==> config.mk <==
export PLATFORM = sky130hd
export DESIGN_NAME = rzts_out_fifo
export DESIGN_NICKNAME = d
export VERILOG_FILES = /design/src/rtl/rzts_pkg.sv /design/src/rtl/rzts_out_fifo.sv
export SDC_FILE = /design/constraint.sdc
export NUM_CORES = 1
export LEC_CHECK = 0
export BUFFER_PORTS_ARGS = -buffer_cell sky130_fd_sc_hd__buf_4
export CAP_MARGIN = 30
export CORE_MARGIN = 8
export CORE_UTILIZATION = 30
export DETAILED_ROUTE_END_ITERATION = 8
export HOLD_SLACK_MARGIN = 0.08
export PLACE_DENSITY_LB_ADDON = 0.1
export SKIP_CTS_REPAIR_TIMING = 1
export SYNTH_ARGS = -nofsm -noshare
export SYNTH_HDL_FRONTEND = slang
export SYNTH_SLANG_ARGS = --single-unit
==> constraint.sdc <==
create_clock -name i_clk -period 3.6 [get_ports i_clk]
set_clock_uncertainty 0.2 [all_clocks]
set_input_delay 0.18 -clock i_clk [delete_from_list [all_inputs] [get_ports i_clk]]
set_output_delay 0.18 -clock i_clk [all_outputs]
set_load 0.01 [all_outputs]
==> src/rtl/rzts_pkg.sv <==
// Shared types and constants of the rotozoom texture sampler.
package rzts_pkg;

    // Default sizes handed to the top-level parameters
    localparam int TEX_SIZE_DEF = 128;
    localparam int MAX_DIM_DEF  = 1024;

    // Fixed field widths
    localparam int FRAME_W   = 11;
    localparam int COEF_W    = 16;
    localparam int PIXEL_W   = 10;
    localparam int TEXEL_W   = 8;
    localparam int CFG_IDX_W = 2;
    localparam int CFG_DAT_W = 16;

    // Coefficients are Q3.12 and offsets Q.2, so products carry 14 fraction bits
    localparam int FRAC_SHIFT = 14;

    // Result queue depth; also the number of render beats allowed in flight
    localparam int OUT_DEPTH = 8;

    // Input beat modes
    localparam logic MODE_WRITE  = 1'b0;
    localparam logic MODE_RENDER = 1'b1;

    // Register reset values
    localparam logic [FRAME_W-1:0]       FRAME_WIDTH_RST  = FRAME_W'(80);
    localparam logic [FRAME_W-1:0]       FRAME_HEIGHT_RST = FRAME_W'(25);
    localparam logic signed [COEF_W-1:0] COS_ZOOM_RST     = COEF_W'(4096);
    localparam logic signed [COEF_W-1:0] SIN_ZOOM_RST     = COEF_W'(0);

    typedef enum logic [CFG_IDX_W-1:0] {
        CFG_FRAME_WIDTH  = 2'd0,
        CFG_FRAME_HEIGHT = 2'd1,
        CFG_COS_ZOOM     = 2'd2,
        CFG_SIN_ZOOM     = 2'd3
    } t_cfg_index;

    // Control carried alongside each pipeline stage
    typedef struct packed {
        logic valid;
        logic write;
    } t_stage_ctl;

endpackage

==> src/rtl/rzts_out_fifo.sv <==
// Result queue that decouples the fixed-latency pipeline from output back-pressure.
module rzts_out_fifo
    import rzts_pkg::*;
#(
    parameter int DEPTH  = OUT_DEPTH,
    parameter int DATA_W = 8,
    localparam int PTR_W = $clog2(DEPTH),
    localparam int CNT_W = $clog2(DEPTH + 1)
) (
    input  logic              i_clk,
    input  logic              i_rst_n,
    input  logic              i_push,
    input  logic [DATA_W-1:0] i_data,
    output logic              o_valid,
    input  logic              i_ready,
    output logic [DATA_W-1:0] o_data,
    output logic [CNT_W-1:0]  o_count
);

    logic [DATA_W-1:0] r_buf [DEPTH];
    logic [PTR_W-1:0]  r_wr_ptr, r_rd_ptr;
    logic [CNT_W-1:0]  r_count, n_count;
    logic              pop;

    assign pop = (r_count != '0) && i_ready;

    always_comb begin
        n_count = r_count;
        if (i_push && !pop) begin
            n_count = r_count + CNT_W'(1);
        end else if (!i_push && pop) begin
            n_count = r_count - CNT_W'(1);
        end
    end

    always_ff @(posedge i_clk) begin
        if (i_push) begin
            r_buf[r_wr_ptr] <= i_data;
        end
    end

    always_ff @(posedge i_clk) begin
        if (!i_rst_n) begin
            r_wr_ptr <= '0;
            r_rd_ptr <= '0;
            r_count  <= '0;
        end else begin
            if (i_push) begin
                r_wr_ptr <= (r_wr_ptr == PTR_W'(DEPTH - 1)) ? '0 : r_wr_ptr + PTR_W'(1);
            end
            if (pop) begin
                r_rd_ptr <= (r_rd_ptr == PTR_W'(DEPTH - 1)) ? '0 : r_rd_ptr + PTR_W'(1);
            end
            r_count <= n_count;
        end
    end

    assign o_valid = (r_count != '0);
    assign o_data  = r_buf[r_rd_ptr];
    assign o_count = r_count;

endmodule

# After elaboration in Yosys (flattened, before gate mapping)
# Memories as Yosys holds them, arrays and structs flattened. A register that Yosys moved wholly into a read port is not among the register bits.
# Index checks and enable logic that the tools add are counted.
# op_classes
add_sub_neg	4
eq_ne	2
mux	8
reduce_logical	7
# op_table
op	n
$mux W3	4
$mux W4	2
$add A3 B1 Y3 const B	2
$eq A3 B3 Y1 const B	2
$add A4 B1 Y4 const B	1
$reduce_bool A4 Y1	1
$sub A4 B1 Y4 const B	1
$logic_and A1 B1 Y1	3
$logic_not A1 Y1	2
$mux W1	2
$reduce_bool A2 Y1	1
# totals
reg_bits	10
ram_bits	64
in_bits	12
mem_count	1
# memory_table
name	words	word_bits	rd	rd_clocked_by_memory_dff	write_ports	line	text
r_buf	8	8	1	1	1	rzts_out_fifo.sv:20	logic [DATA_W-1:0] r_buf [DEPTH];

# Logic depth before layout (Yosys ltp)
# logic_depth
ltp_word	5
depth_mapped	9
ltp_nobuf	9

# Worst setup path after synthesis
# Ideal clock, no wire load.
# synth_timing
path_type	register to register
start	register r_count[1] (netlist: o_count[1])
end	register r_count[3] (netlist: o_count[3])
setup_time_ns	0.072
arrival_time_ns	2.251
required_ns	3.328
slack_ns	1.077
path_stages_with_launch	10
n_path_buf	0
synth_period_minus_slack_ns	2.523
path_cell_list	dfxtp_1 or4_4 nand2_1 ha_1 inv_1 ha_1 a21oi_1 a211oi_1 a31oi_1 mux2i_1
# synth_via
elab_chain_len	5
word_cells_on_any_way	10
cone_classes	2 x add/sub; 2 x mux; 6 x reduce/logical
# synth_rtl
item	line	text
start: declaration	rzts_out_fifo.sv:22	logic [CNT_W-1:0] r_count, n_count;
start signal: assignment	rzts_out_fifo.sv:54	r_count <= n_count;
$reduce_bool A4 Y1 *	n/a	
named net o_valid	rzts_out_fifo.sv:14	output logic o_valid,
$logic_and A1 B1 Y1 *	rzts_out_fifo.sv:25	assign pop = (r_count != '0) && i_ready;
$logic_not A1 Y1	rzts_out_fifo.sv:29	if (i_push && !pop) begin
$logic_and A1 B1 Y1	rzts_out_fifo.sv:29	
$mux W4 / $reduce_bool A2 Y1 (equally long branches)	n/a	
# The timed path passes the listed nets; every way through them passes the cells marked *. The select of a mux whose other input is x is not followed.
# A chain may end at the register's enable or synchronous reset.

# Final worst setup path
# layout_timing
start	register r_count[1] (netlist: o_count[1])
end	register r_count[3] (netlist: o_count[3])
# layout_via
elab_chain_len	5
word_cells_on_any_way	10
cone_classes	2 x add/sub; 2 x mux; 6 x reduce/logical
# layout_rtl
item
parallel branches: the longest is 5 deep, another holds $sub A4 B1 Y4
# Parallel ways; which one is timed is not known. The select of a mux whose other input is x is not followed.

==> out/qor.yml <==
yosys:
  ys_seq_area_share_pct: 69.8
  synth_nets: 184
  ys.warnings.count: 0
  syn_area_sq_um: 3130
  avgSynthCellArea_sq_um: 19.1
  synth_cell_type_count: 29
  synth-edff-count: 64
  ys_ff_latch: 77
  netlist_instances: 164
  synthFlopType: "edfxtp_1"
  postSynth.asyncResetShare_pct: 0
timing:
  maxSlewViolCount: 0
  rsz0062_at_grt: "false"
  fmax_ghz: 0.369
  fin_crit_sh_pct: 75.2
  worst_pin_slew_ns: 0.956
  slew_headroom_pct: 36.0
  setup_viol: 0
  finalHoldViolCount: 0
  fin_tns_setup_ns: 0
  fin_crit_ns: 2.71
  timing.hold.ws_ns: 0.330
placed_design:
  detailed_place_hpwl_um: 4130
  place_congestion: 0.721
  numPortBuffers: 24
clock_network:
  clock-sinks: 77
  clock_latency_ns: 0.34
  h-tree-depth: 3
  clockRootBuffer: "clkbuf_8"
  clk_pin_slew_worst_paths_ns: 0.08
  clk_path_buf_depth: 2
  cts_buffers: 9
  cts_tree: "done"
power_and_ir_drop:
  power_frac_comb_pct: 22.9
  p_int_uw: 1690
  leakage_uw: 0.00132
  power_uw: 2270
  ir_drop_mv: 0.294
  powerDensity_nw_per_um2: 601
  p_switching_uw: 585
  p_clk_share_pct: 30.1
  seq_power_share_pct: 47.0
  swShare_pct: 25.7
final_layout:
  fin_nets: 226
  area_growth_pct: 21.0
  layout_commonest_cell: "edfxtp_1"
  drive_above_1_share_pct: 25.1
  final_util_pct: 37.0
  layout_common_cells: "edfxtp_1 (64), buf_4 (25), mux4_1 (15), dfxtp_1 (13), dlygate4sd3_1 (11)"
  antenna_cells: 0
routing:
  vias: 1574
  drc: 0
  via_per_inst: 4.54
  initialDrtViolationCount: 125
  dr.pass1.iters: 4
  postRouteAntennaNets: 0
  routed_wl_um: 6200
  detail_route.wl_per_cell_um: 17.9
global_route:
  grt_pass1_wl_um: 9610
  grt_max_degree: 17
  grt_pass1_vias: 1718
  antenna_found_initial: 0
  grt-ovfl-total: 0
  grt_util_all_layers_pct: 9.28
status:
  status: "finished, final reports clean"
floorplan:
  num_rows: 37
  die_w_um: 118
  initial_core_util_pct: 30.6
  coreArea_sq_um: 10200
  io-pin-count: 25
  die-area_sq_um: 14000
  fp.dieH_um: 118
critical_path:
  cp-end-kind: "register"
  critPathMaxFanout: 5
  required_ns: 3.67
  arrival_ns: 2.77
  cp-start-kind: "register"
  crit_type: "reg2reg"
hold_path:
  hold_path_class: "reg2reg"
job:
  maxCapViolations: 0
-- power groups by stage --
stage / clock network (uW) / registers (uW) / logic (uW)
3_3_place_gp: 0 / 1080 / 494
4_1_cts: 701 / 1070 / 521
5_1_grt: 742 / 1080 / 568
6_report: 684 / 1070 / 521
2_1_floorplan: 0 / 1070 / 354
3_5_place_dp: 0 / 1090 / 519
-- state kept, by name (all words and copies together) (netlist names), named ones only --
| signal | flops |
|---|---|
| o_count | 4 |
| r_buf | 64 |
| r_rd_ptr | 3 |
| r_wr_ptr | 3 |
-- kinds of logic (layout without fill, tap and decap cells) --
group | after synthesis | count (layout) | synth area share [%]
flip-flops | 77 | 77 | 69.8
AND/OR/NAND/NOR | 33 | 33 | 5.36
multiplexers | 28 | 28 | 17.5
adder cells (fa/ha/maj) | 8 | 8 | 3.44
AO/OA/AOI/OAI | 8 | 8 | 1.64
buffers and inverters | 8 | 55 | 1.76
XOR/XNOR | 2 | 2 | 0.560
-- path summary, 6_finish.rpt --
path	endpoint	cells past startpoint	start	slack, ns
worst min-delay path	r_rd_ptr[2]$_SDFFE_PN0P_	2	r_rd_ptr[2]$_SDFFE_PN0P_	0.33
worst max register to register	o_count[3]$_SDFFE_PN0P_	9	o_count[1]$_SDFFE_PN0P_	0.89
worst max-delay path	o_count[3]$_SDFFE_PN0P_	9	o_count[1]$_SDFFE_PN0P_	0.89
worst min register to register	r_rd_ptr[2]$_SDFFE_PN0P_	2	r_rd_ptr[2]$_SDFFE_PN0P_	0.33
-- cell type report --
type | instances | area [sq um]
sequential | 77 | 2180
tap | 136 | 170
multi-input combinational | 79 | 901
clock inverter | 5 | 75.1
fill | 943 | 6450
inverter | 1 | 3.75
timing repair buffer | 38 | 320
clock buffer | 11 | 131
-- per-stage QoR --
step / cells / setup slack, ns / area, sq um
2_1_floorplan: 164 / 1.08 / 3130
3_3_place_gp: 318 / 1.08 / 3440
3_5_place_dp: 320 / 0.895 / 3470
4_1_cts: 336 / 0.868 / 3670
5_1_grt: 347 / 0.696 / 3780
6_report: 347 / 0.894 / 3780
-- per-layer routing --
layer  vias to the layer above  global-route usage [%]  wire length (um)
met2                        26                    16.1              3210
met5                         -                       0                 0
met4                         0                    4.16               109
met3                        12                    3.36               234
met1                       797                    9.95              2640
li1                        739                       -                 -
-- cells in the mapped netlist, types with 2 or more instances --
cell	n	share of area [%]
edfxtp_1	64	61
mux4_1	15	13
dfxtp_1	13	8.3
mux2_2	8	2.9
nand2_1	8	0.96
ha_1	7	2.8
nor2_1	7	0.84
nand2b_1	5	1.0
mux2i_1	4	1.3
a21boi_0	3	0.72
and2_1	3	0.60
clkbuf_1	3	0.36
nand3_1	3	0.48
nor2b_1	3	0.60
nor3_1	2	0.32
o21ai_0	2	0.32
xnor2_1	2	0.56
-- critical path, stage by stage (launching register included) --
cell and delay (ns):
dfxtp_1 0.37, or4_4 0.58, nand2_1 0.16, ha_1 0.18, inv_1 0.09, ha_1 0.34
a21oi_1 0.20, a211oi_1 0.10, a31oi_1 0.19, mux2i_1 0.22
No activity file was read; power rests on OpenSTA's default activity.
