File: config.mk
export PLATFORM = sky130hd
export DESIGN_NAME = rzts_coord
export DESIGN_NICKNAME = d
export VERILOG_FILES = /design/src/rtl/rzts_pkg.sv /design/src/rtl/rzts_coord.sv
export SDC_FILE = /design/constraint.sdc
export NUM_CORES = 2
export LEC_CHECK = 0
export ABC_AREA = 1
export BUFFER_PORTS_ARGS = -buffer_cell sky130_fd_sc_hd__buf_2
export CORE_MARGIN = 4
export CORE_UTILIZATION = 49
export CTS_CLUSTER_SIZE = 8
export DETAILED_ROUTE_END_ITERATION = 10
export PLACE_DENSITY = 0.69
export SLEW_MARGIN = 20
export SYNTH_ARGS = -nofsm -noshare
export SYNTH_HDL_FRONTEND = slang
export SYNTH_SLANG_ARGS = --single-unit
File: constraint.sdc
create_clock -name i_clk -period 7.8 [get_ports i_clk]
set_input_delay 2.34 -clock i_clk [delete_from_list [all_inputs] [get_ports i_clk]]
set_output_delay 2.34 -clock i_clk [all_outputs]
set_load 0.005 [all_outputs]
File: src/rtl/rzts_pkg.sv
// Shared types and constants of the rotozoom texture sampler.
package rzts_pkg;

    // Default sizes handed to the top-level parameters
    localparam int TEX_SIZE_DEF = 128;
    localparam int MAX_DIM_DEF  = 1024;

    // Fixed field widths
    localparam int FRAME_W   = 11;
    localparam int COEF_W    = 16;
    localparam int PIXEL_W   = 10;
    localparam int TEXEL_W   = 8;
    localparam int CFG_IDX_W = 2;
    localparam int CFG_DAT_W = 16;

    // Coefficients are Q3.12 and offsets Q.2, so products carry 14 fraction bits
    localparam int FRAC_SHIFT = 14;

    // Result queue depth; also the number of render beats allowed in flight
    localparam int OUT_DEPTH = 8;

    // Input beat modes
    localparam logic MODE_WRITE  = 1'b0;
    localparam logic MODE_RENDER = 1'b1;

    // Register reset values
    localparam logic [FRAME_W-1:0]       FRAME_WIDTH_RST  = FRAME_W'(80);
    localparam logic [FRAME_W-1:0]       FRAME_HEIGHT_RST = FRAME_W'(25);
    localparam logic signed [COEF_W-1:0] COS_ZOOM_RST     = COEF_W'(4096);
    localparam logic signed [COEF_W-1:0] SIN_ZOOM_RST     = COEF_W'(0);

    typedef enum logic [CFG_IDX_W-1:0] {
        CFG_FRAME_WIDTH  = 2'd0,
        CFG_FRAME_HEIGHT = 2'd1,
        CFG_COS_ZOOM     = 2'd2,
        CFG_SIN_ZOOM     = 2'd3
    } t_cfg_index;

    // Control carried alongside each pipeline stage
    typedef struct packed {
        logic valid;
        logic write;
    } t_stage_ctl;

endpackage

File: src/rtl/rzts_coord.sv
// Coordinate pipeline: centre, rotate and scale, truncate and wrap to texture space.
module rzts_coord
    import rzts_pkg::*;
#(
    parameter int TEX_SIZE = TEX_SIZE_DEF,
    parameter int MAX_DIM  = MAX_DIM_DEF,
    localparam int TEX_BITS = $clog2(TEX_SIZE),
    localparam int ADDR_W   = 2 * TEX_BITS
) (
    input  logic                      i_clk,
    input  logic                      i_rst_n,
    input  t_stage_ctl                i_ctl,
    input  logic [ADDR_W-1:0]         i_texel_address,
    input  logic [TEXEL_W-1:0]        i_texel_value,
    input  logic [PIXEL_W-1:0]        i_pixel_x,
    input  logic [PIXEL_W-1:0]        i_pixel_y,
    input  logic [FRAME_W-1:0]        i_frame_width,
    input  logic [FRAME_W-1:0]        i_frame_height,
    input  logic signed [COEF_W-1:0]  i_cos_zoom,
    input  logic signed [COEF_W-1:0]  i_sin_zoom,
    output t_stage_ctl                o_ctl,
    output logic [ADDR_W-1:0]         o_addr,
    output logic [TEXEL_W-1:0]        o_data,
    output logic [TEX_BITS-1:0]       o_u,
    output logic [TEX_BITS-1:0]       o_v
);

    localparam int SPAN    = (MAX_DIM > 1024) ? MAX_DIM : 1024;
    localparam int DELTA_W = $clog2(SPAN) + 3;
    localparam int PROD_W  = DELTA_W + COEF_W;
    localparam int SUM_W   = PROD_W + 1;

    t_stage_ctl r_ctl1, r_ctl2, r_ctl3, r_ctl4;
    logic [ADDR_W-1:0]  r_addr1, r_addr2, r_addr3, r_addr4;
    logic [TEXEL_W-1:0] r_data1, r_data2, r_data3, r_data4;

    logic signed [DELTA_W-1:0] r_dx4, r_dy4;
    logic signed [PROD_W-1:0]  r_xc, r_ys, r_xs, r_yc;
    logic signed [SUM_W-1:0]   r_pu, r_pv;
    logic [TEX_BITS-1:0]       r_u, r_v;

    logic [DELTA_W-1:0]        w_ext, h_ext, w_cl, h_cl;
    logic signed [DELTA_W-1:0] n_dx4, n_dy4;
    logic signed [SUM_W-1:0]   bias_u, bias_v, adj_u, adj_v;
    logic [TEX_BITS-1:0]       n_u, n_v;

    // Stage 1: clamp frame size, centre with halved horizontal offset (Q.2)
    always_comb begin
        w_ext = DELTA_W'(i_frame_width);
        h_ext = DELTA_W'(i_frame_height);
        w_cl  = (w_ext > DELTA_W'(MAX_DIM)) ? DELTA_W'(MAX_DIM) : w_ext;
        h_cl  = (h_ext > DELTA_W'(MAX_DIM)) ? DELTA_W'(MAX_DIM) : h_ext;
        n_dx4 = $signed(DELTA_W'({i_pixel_x, 1'b0}) - w_cl);
        n_dy4 = $signed(DELTA_W'({i_pixel_y, 2'b00}) - DELTA_W'({h_cl, 1'b0}));
    end

    // Stage 4: truncate toward zero, keep the low bits as the wrap
    always_comb begin
        bias_u = r_pu[SUM_W-1] ? SUM_W'((1 << FRAC_SHIFT) - 1) : '0;
        bias_v = r_pv[SUM_W-1] ? SUM_W'((1 << FRAC_SHIFT) - 1) : '0;
        adj_u  = r_pu + bias_u;
        adj_v  = r_pv + bias_v;
        n_u    = adj_u[FRAC_SHIFT +: TEX_BITS];
        n_v    = adj_v[FRAC_SHIFT +: TEX_BITS];
    end

    always_ff @(posedge i_clk) begin
        if (!i_rst_n) begin
            r_ctl1 <= '0;
            r_ctl2 <= '0;
            r_ctl3 <= '0;
            r_ctl4 <= '0;
        end else begin
            r_ctl1 <= i_ctl;
            r_ctl2 <= r_ctl1;
            r_ctl3 <= r_ctl2;
            r_ctl4 <= r_ctl3;
        end
    end

    always_ff @(posedge i_clk) begin
        r_addr1 <= i_texel_address;
        r_data1 <= i_texel_value;
        r_dx4   <= n_dx4;
        r_dy4   <= n_dy4;

        r_addr2 <= r_addr1;
        r_data2 <= r_data1;
        r_xc    <= PROD_W'(r_dx4) * PROD_W'(i_cos_zoom);
        r_ys    <= PROD_W'(r_dy4) * PROD_W'(i_sin_zoom);
        r_xs    <= PROD_W'(r_dx4) * PROD_W'(i_sin_zoom);
        r_yc    <= PROD_W'(r_dy4) * PROD_W'(i_cos_zoom);

        r_addr3 <= r_addr2;
        r_data3 <= r_data2;
        r_pu    <= SUM_W'(r_xc) - SUM_W'(r_ys);
        r_pv    <= SUM_W'(r_xs) + SUM_W'(r_yc);

        r_data4 <= r_data3;
        r_u     <= n_u;
        r_v     <= n_v;
        r_addr4 <= r_ctl3.write ? r_addr3 : {n_v, n_u};
    end

    assign o_ctl  = r_ctl4;
    assign o_addr = r_addr4;
    assign o_data = r_data4;
    assign o_u    = r_u;
    assign o_v    = r_v;

endmodule

== Yosys cells after proc, flatten, opt, wreduce, memory -nomap -nowiden ==
Index checks and enable logic that the tools add are counted.

* Input bits: 100
* Logic and storage cells: 43
* Bits in registers: 309
* Output and inout bits: 38

* Muxes and demuxes: 5
* Add/subtract/negate cells: 6
* Order comparisons: 2
* Multiply operators: 4

{| class="wikitable"
|+ Operators with widths
! operator !! count
|-
| multiplier 13 x 16 -> 29 bit || 2
|-
| multiplier 12 x 16 -> 28 bit || 2
|-
| adder 21 x 15 -> 21 bit || 2
|-
| 2-to-1 mux 14 bit || 3
|-
| adder 28 x 29 -> 30 bit || 1
|-
| subtractor 28 x 29 -> 30 bit || 1
|-
| > comparator 11 bit, second input constant || 2
|-
| 2-to-1 mux 11 bit || 2
|-
| subtractor 12 x 12 -> 13 bit || 1
|-
| subtractor 11 x 11 -> 12 bit || 1
|}

== Depth between registers and ports, before layout ==
* Depth after elaboration: 3
* Depth in mapped cells: 25
* Mapped depth without buffers: 23

== Least setup slack after synthesis ==
Ideal clock, no wire load.

* Path type: input port to flip-flop
* From: input port i_sin_zoom[15]
* To: register r_ys[28]
* Setup slack: 0.754 ns
* Data arrival time: 6.932 ns
* Setup time: 0.113 ns
* Cell stages on the path: 23
* Buffers on the path: 1
* Required time: 7.687 ns
* Path through: clkbuf_1 -> nand2_1 -> fa_1 -> inv_1 -> fa_1 -> inv_1 -> fa_1 -> inv_1 -> fa_1 -> inv_1 -> fa_1 -> inv_1 -> ha_1 -> ha_1 -> nand2_1 -> nor2_1 -> nand2_1 -> nor2_1 -> nand2_1 -> nand3_1 -> inv_1 -> nand2_1 -> nand2_1

* Word-level cells in the longest chain between the ends: 1

{| class="wikitable"
|+ RTL lines
! what !! RTL line !! source
|-
| start, declared || rzts_coord.sv:20 || <nowiki>input logic signed [COEF_W-1:0] i_sin_zoom,</nowiki>
|-
| multiplier 13 x 16 -> 29 bit || rzts_coord.sv:90 || <nowiki>r_ys <= PROD_W'(r_dy4) * PROD_W'(i_sin_zoom);</nowiki>
|-
| end signal, assigned || rzts_coord.sv:90 ||
|-
| end, declared || rzts_coord.sv:38 || <nowiki>logic signed [PROD_W-1:0] r_xc, r_ys, r_xs, r_yc;</nowiki>
|}

No other way between the ends.
A chain may end at the register's enable or synchronous reset.

== Worst setup path in the final report ==
* From: input port i_cos_zoom[15]
* To: register r_yc[27]

* Word-level cells in the longest chain between the ends: 1

{| class="wikitable"
|+ RTL lines
! what !! RTL line !! source
|-
| start, declared || rzts_coord.sv:19 || <nowiki>input logic signed [COEF_W-1:0] i_cos_zoom,</nowiki>
|-
| multiplier 13 x 16 -> 29 bit || rzts_coord.sv:92 || <nowiki>r_yc <= PROD_W'(r_dy4) * PROD_W'(i_cos_zoom);</nowiki>
|-
| end signal, assigned || rzts_coord.sv:92 ||
|-
| end, declared || rzts_coord.sv:38 ||
|}

No other way between the ends.

==> summary.txt <==
Clock tree
  – CTS Hold Buffers Added: 0
  – Clock Sinks: 290
  – Post-CTS resize count: 0
  – CTS tree: built
  – Postcts setup bufs: 0
  – Clock transition at the registers of the reported paths: 60 ps
  – CTS H-tree lvls: 2
  – Root Driver: clkbuf_16
  – Clock Latency Late Sink: 580 ps
  – Num CTS Buffers: 43
  – CTS max path bufs: 3

Layout
  – Layout Nets: 6527
  – Ratio of cells with drive above 1 in the final layout: 0.0481
  – Layout area overhead: 7.29%
  – Post-Layout Inst Area: between 40000 and 50000 um2

Timing
  – FMAX: ~140 MHz
  – Final hold violations: 0
  – Worst-Margin Slew: around 1200 ps
  – Final hold slack: roughly 320 ps
  – Tmin final: ~7000 ps
  – Endpoints failing setup: 0
  – Final Skew: slightly above 30 ps
  – RSZ-0062 raised after global routing: false
  – Worst slew margin: 0.223
  – Fin crit share: 0.894
  – Final setup TNS: 0 ps
  – Slew Viols, Final: 0

Logic synthesis
  – Yosys warns: 0
  – Synth unique cells: 37
  – Post-synth ARST share: 0
  – Synth Instances: between 5000 and 6000
  – Largest area contributor in the netlist: fa_1
  – Synth top area share: 0.348
  – Area contributors post-synth: fa_1 35%, dfxtp_1 14%, inv_1 13%
  – Ys flop type: dfxtp_1
  – Syn_nets: 6445
  – Synth Area per Inst: 7.84 um2
  – Cell Area, Synth: just over 40000 um2
  – Flops & latches, synth: 290
  – Post-synthesis sequential area ratio: 0.141
  – Post-synth EDFFs: 0
  – Post-synth top cells: 1377 x inv_1, 1377 x nand2_1, 715 x fa_1

Place
  – HPWL Detailed: slightly above 80 mm
  – Placed inst area: approximately 43000 um2
  – I/O Buffers: around 140
  – GP Congestion: 0.915

Min path
  – HP Class: flop to flop

GRT
  – Vias in the first global route: 33500
  – Total gr overflow: 0
  – Gr usage total: 0.228
  – First-pass GRT wire length: 166 mm
  – Pin count of the biggest net entering global routing: 33
  – Initial antenna violation count: 9

Drt
  – DR vias: roughly 32000
  – DR WL met3: 7.48 mm
  – Iteration-0 DRC Markers: 2006
  – Routed met2 length: 45.4 mm
  – DR WL/cell: 15.4 um
  – DRC: 0
  – Vias per inst: between 5 and 6
  – Total Wirelength: just under 100 mm
  – Highest routed layer: met5
  – Routed Antenna Nets: 0
  – M1 wire length: 43.9 mm
  – First-pass DRT Iterations: 5

Worst setup path
  – CP max FO: 24
  – CP arrival: 7440 ps
  – WP buf/inv: 6
  – CP cell instances: buf_2, nand2_1, fa_1, inv_1, fa_1, inv_1, fa_1, inv_1, fa_1, inv_1, fa_1, inv_1, ha_1, ha_1, nand2_1, nor3_1, nand4_1, nand4_1, nand2_1
  – Crit path kind: input port to flop
  – Crit path largest cell delay: 610 ps
  – Top delay family on crit path: adder cells
  – Type of origin of the critical path: input port
  – Worst setup EP type: flop
  – Crit path required time: 8270 ps
  – CP max-delay cell: fa_1

Floorplanning
  – Floorplan row count: roughly 110
  – Area of the core: a little over 80000 um2
  – IO Pins: around 140
  – Die Ht: 298 um
  – Die ar.: 88600 um2
  – Initial Util: 0.498
  – Chip Width: between 200 and 300 um

Status
  – Status: finished, final reports clean

Run
  – Max_cap viols: 0
==> area by class of cell <==
class | count | area [um2]
Clock buffer | 50 | 1120
Multi-Input combinational cell | 3441 | 29600
Tap cell | 1070 | 1340
Fill cell | 7899 | 38500
Antenna cell | 7 | 17.5
Clock inverter | 4 | 56.3
Inverter | 1379 | 5180
Sequential cell | 290 | 5820
Timing Repair Buffer | 176 | 978
==> per-layer routing <==
metal,track usage,vias up
met3,0.0397,148
met1,0.317,15600
met5,0,-
met4,0.0498,4
li1,-,15500
met2,0.376,915
==> logic make-up after synthesis <==
family,after synthesis,synth area share
buffers and inverters,1518,0.139
AO/OA/AOI/OAI,341,0.0450
flip-flops,290,0.141
XOR/XNOR,134,0.0285
AND/OR/NAND/NOR,1870,0.183
adder cells (fa/ha/maj),1096,0.464
==> flip-flops by register name, summed over array words and instances, names as in the netlist <==
register,flops
r_dy4,12
r_data3,8
r_pv,22
r_addr3,14
r_dx4,12
r_xs,28
o_u,7
r_addr2,14
o_data,8
r_data2,8
r_yc,28
o_v,7
r_ctl2,2
r_data1,8
r_addr1,14
r_pu,22
r_ctl1,2
r_ctl3,2
o_ctl,2
o_addr,14
r_xc,28
r_ys,28
==> worst paths after layout <==
| kind | slack, ps | cells past startpoint | start | to |
|---|---|---|---|---|
| worst max-delay path | 830 | 19 | i_cos_zoom[15] | r_yc[27] |
| worst min-delay path | 320 | 0 | r_addr2[6] | r_addr3[6] |
| worst max register to register | 1760 | 16 | r_dy4[4] | r_yc[19] |
| worst min register to register | 320 | 0 | r_addr2[6] | r_addr3[6] |
==> through the flow <==
step | setup WS (ps) | util | cells
after global routing | 514 | 0.534 | 6411
after detailed placement | 289 | 0.520 | 6356
final | 827 | 0.534 | 6417
after global placement | 427 | 0.520 | 6356
after CTS | 875 | 0.534 | 6410
after floorplan | 754 | - | 5249
==> worst reg2reg max path, cell delays in order (launching register included) <==
cell and delay (ps):
dfxtp_1 1000, buf_4 400, nand2_1 120, fa_1 520
fa_1 530, inv_1 60, fa_1 550, fa_1 430
fa_1 510, fa_1 450, ha_1 390, a21oi_1 270
nor2_1 60, nor2_1 150, nand2_1 140, a21oi_1 190
xnor2_1 170
==> placed cells by master (no fill, tap or decap), drive strengths merged, types with 10 or more instances in the layout <==
master,Yosys,final
clkbuf,137,50
fa,715,715
a21o,11,11
buf,2,176
o21a,12,12
nand2,1383,1383
ha,381,381
nor3,27,27
nand3b,10,10
a21oi,199,199
o21bai,13,13
dfxtp,290,290
xnor2,41,41
nand3,125,125
xor2,93,93
inv,1378,1381
and2,17,17
o21ai,97,97
nor2,228,228
nand4,62,62
Power is left out: the tool's default activity adds up to more than one toggle a clock period on the data nets, which glitch-free logic cannot reach.
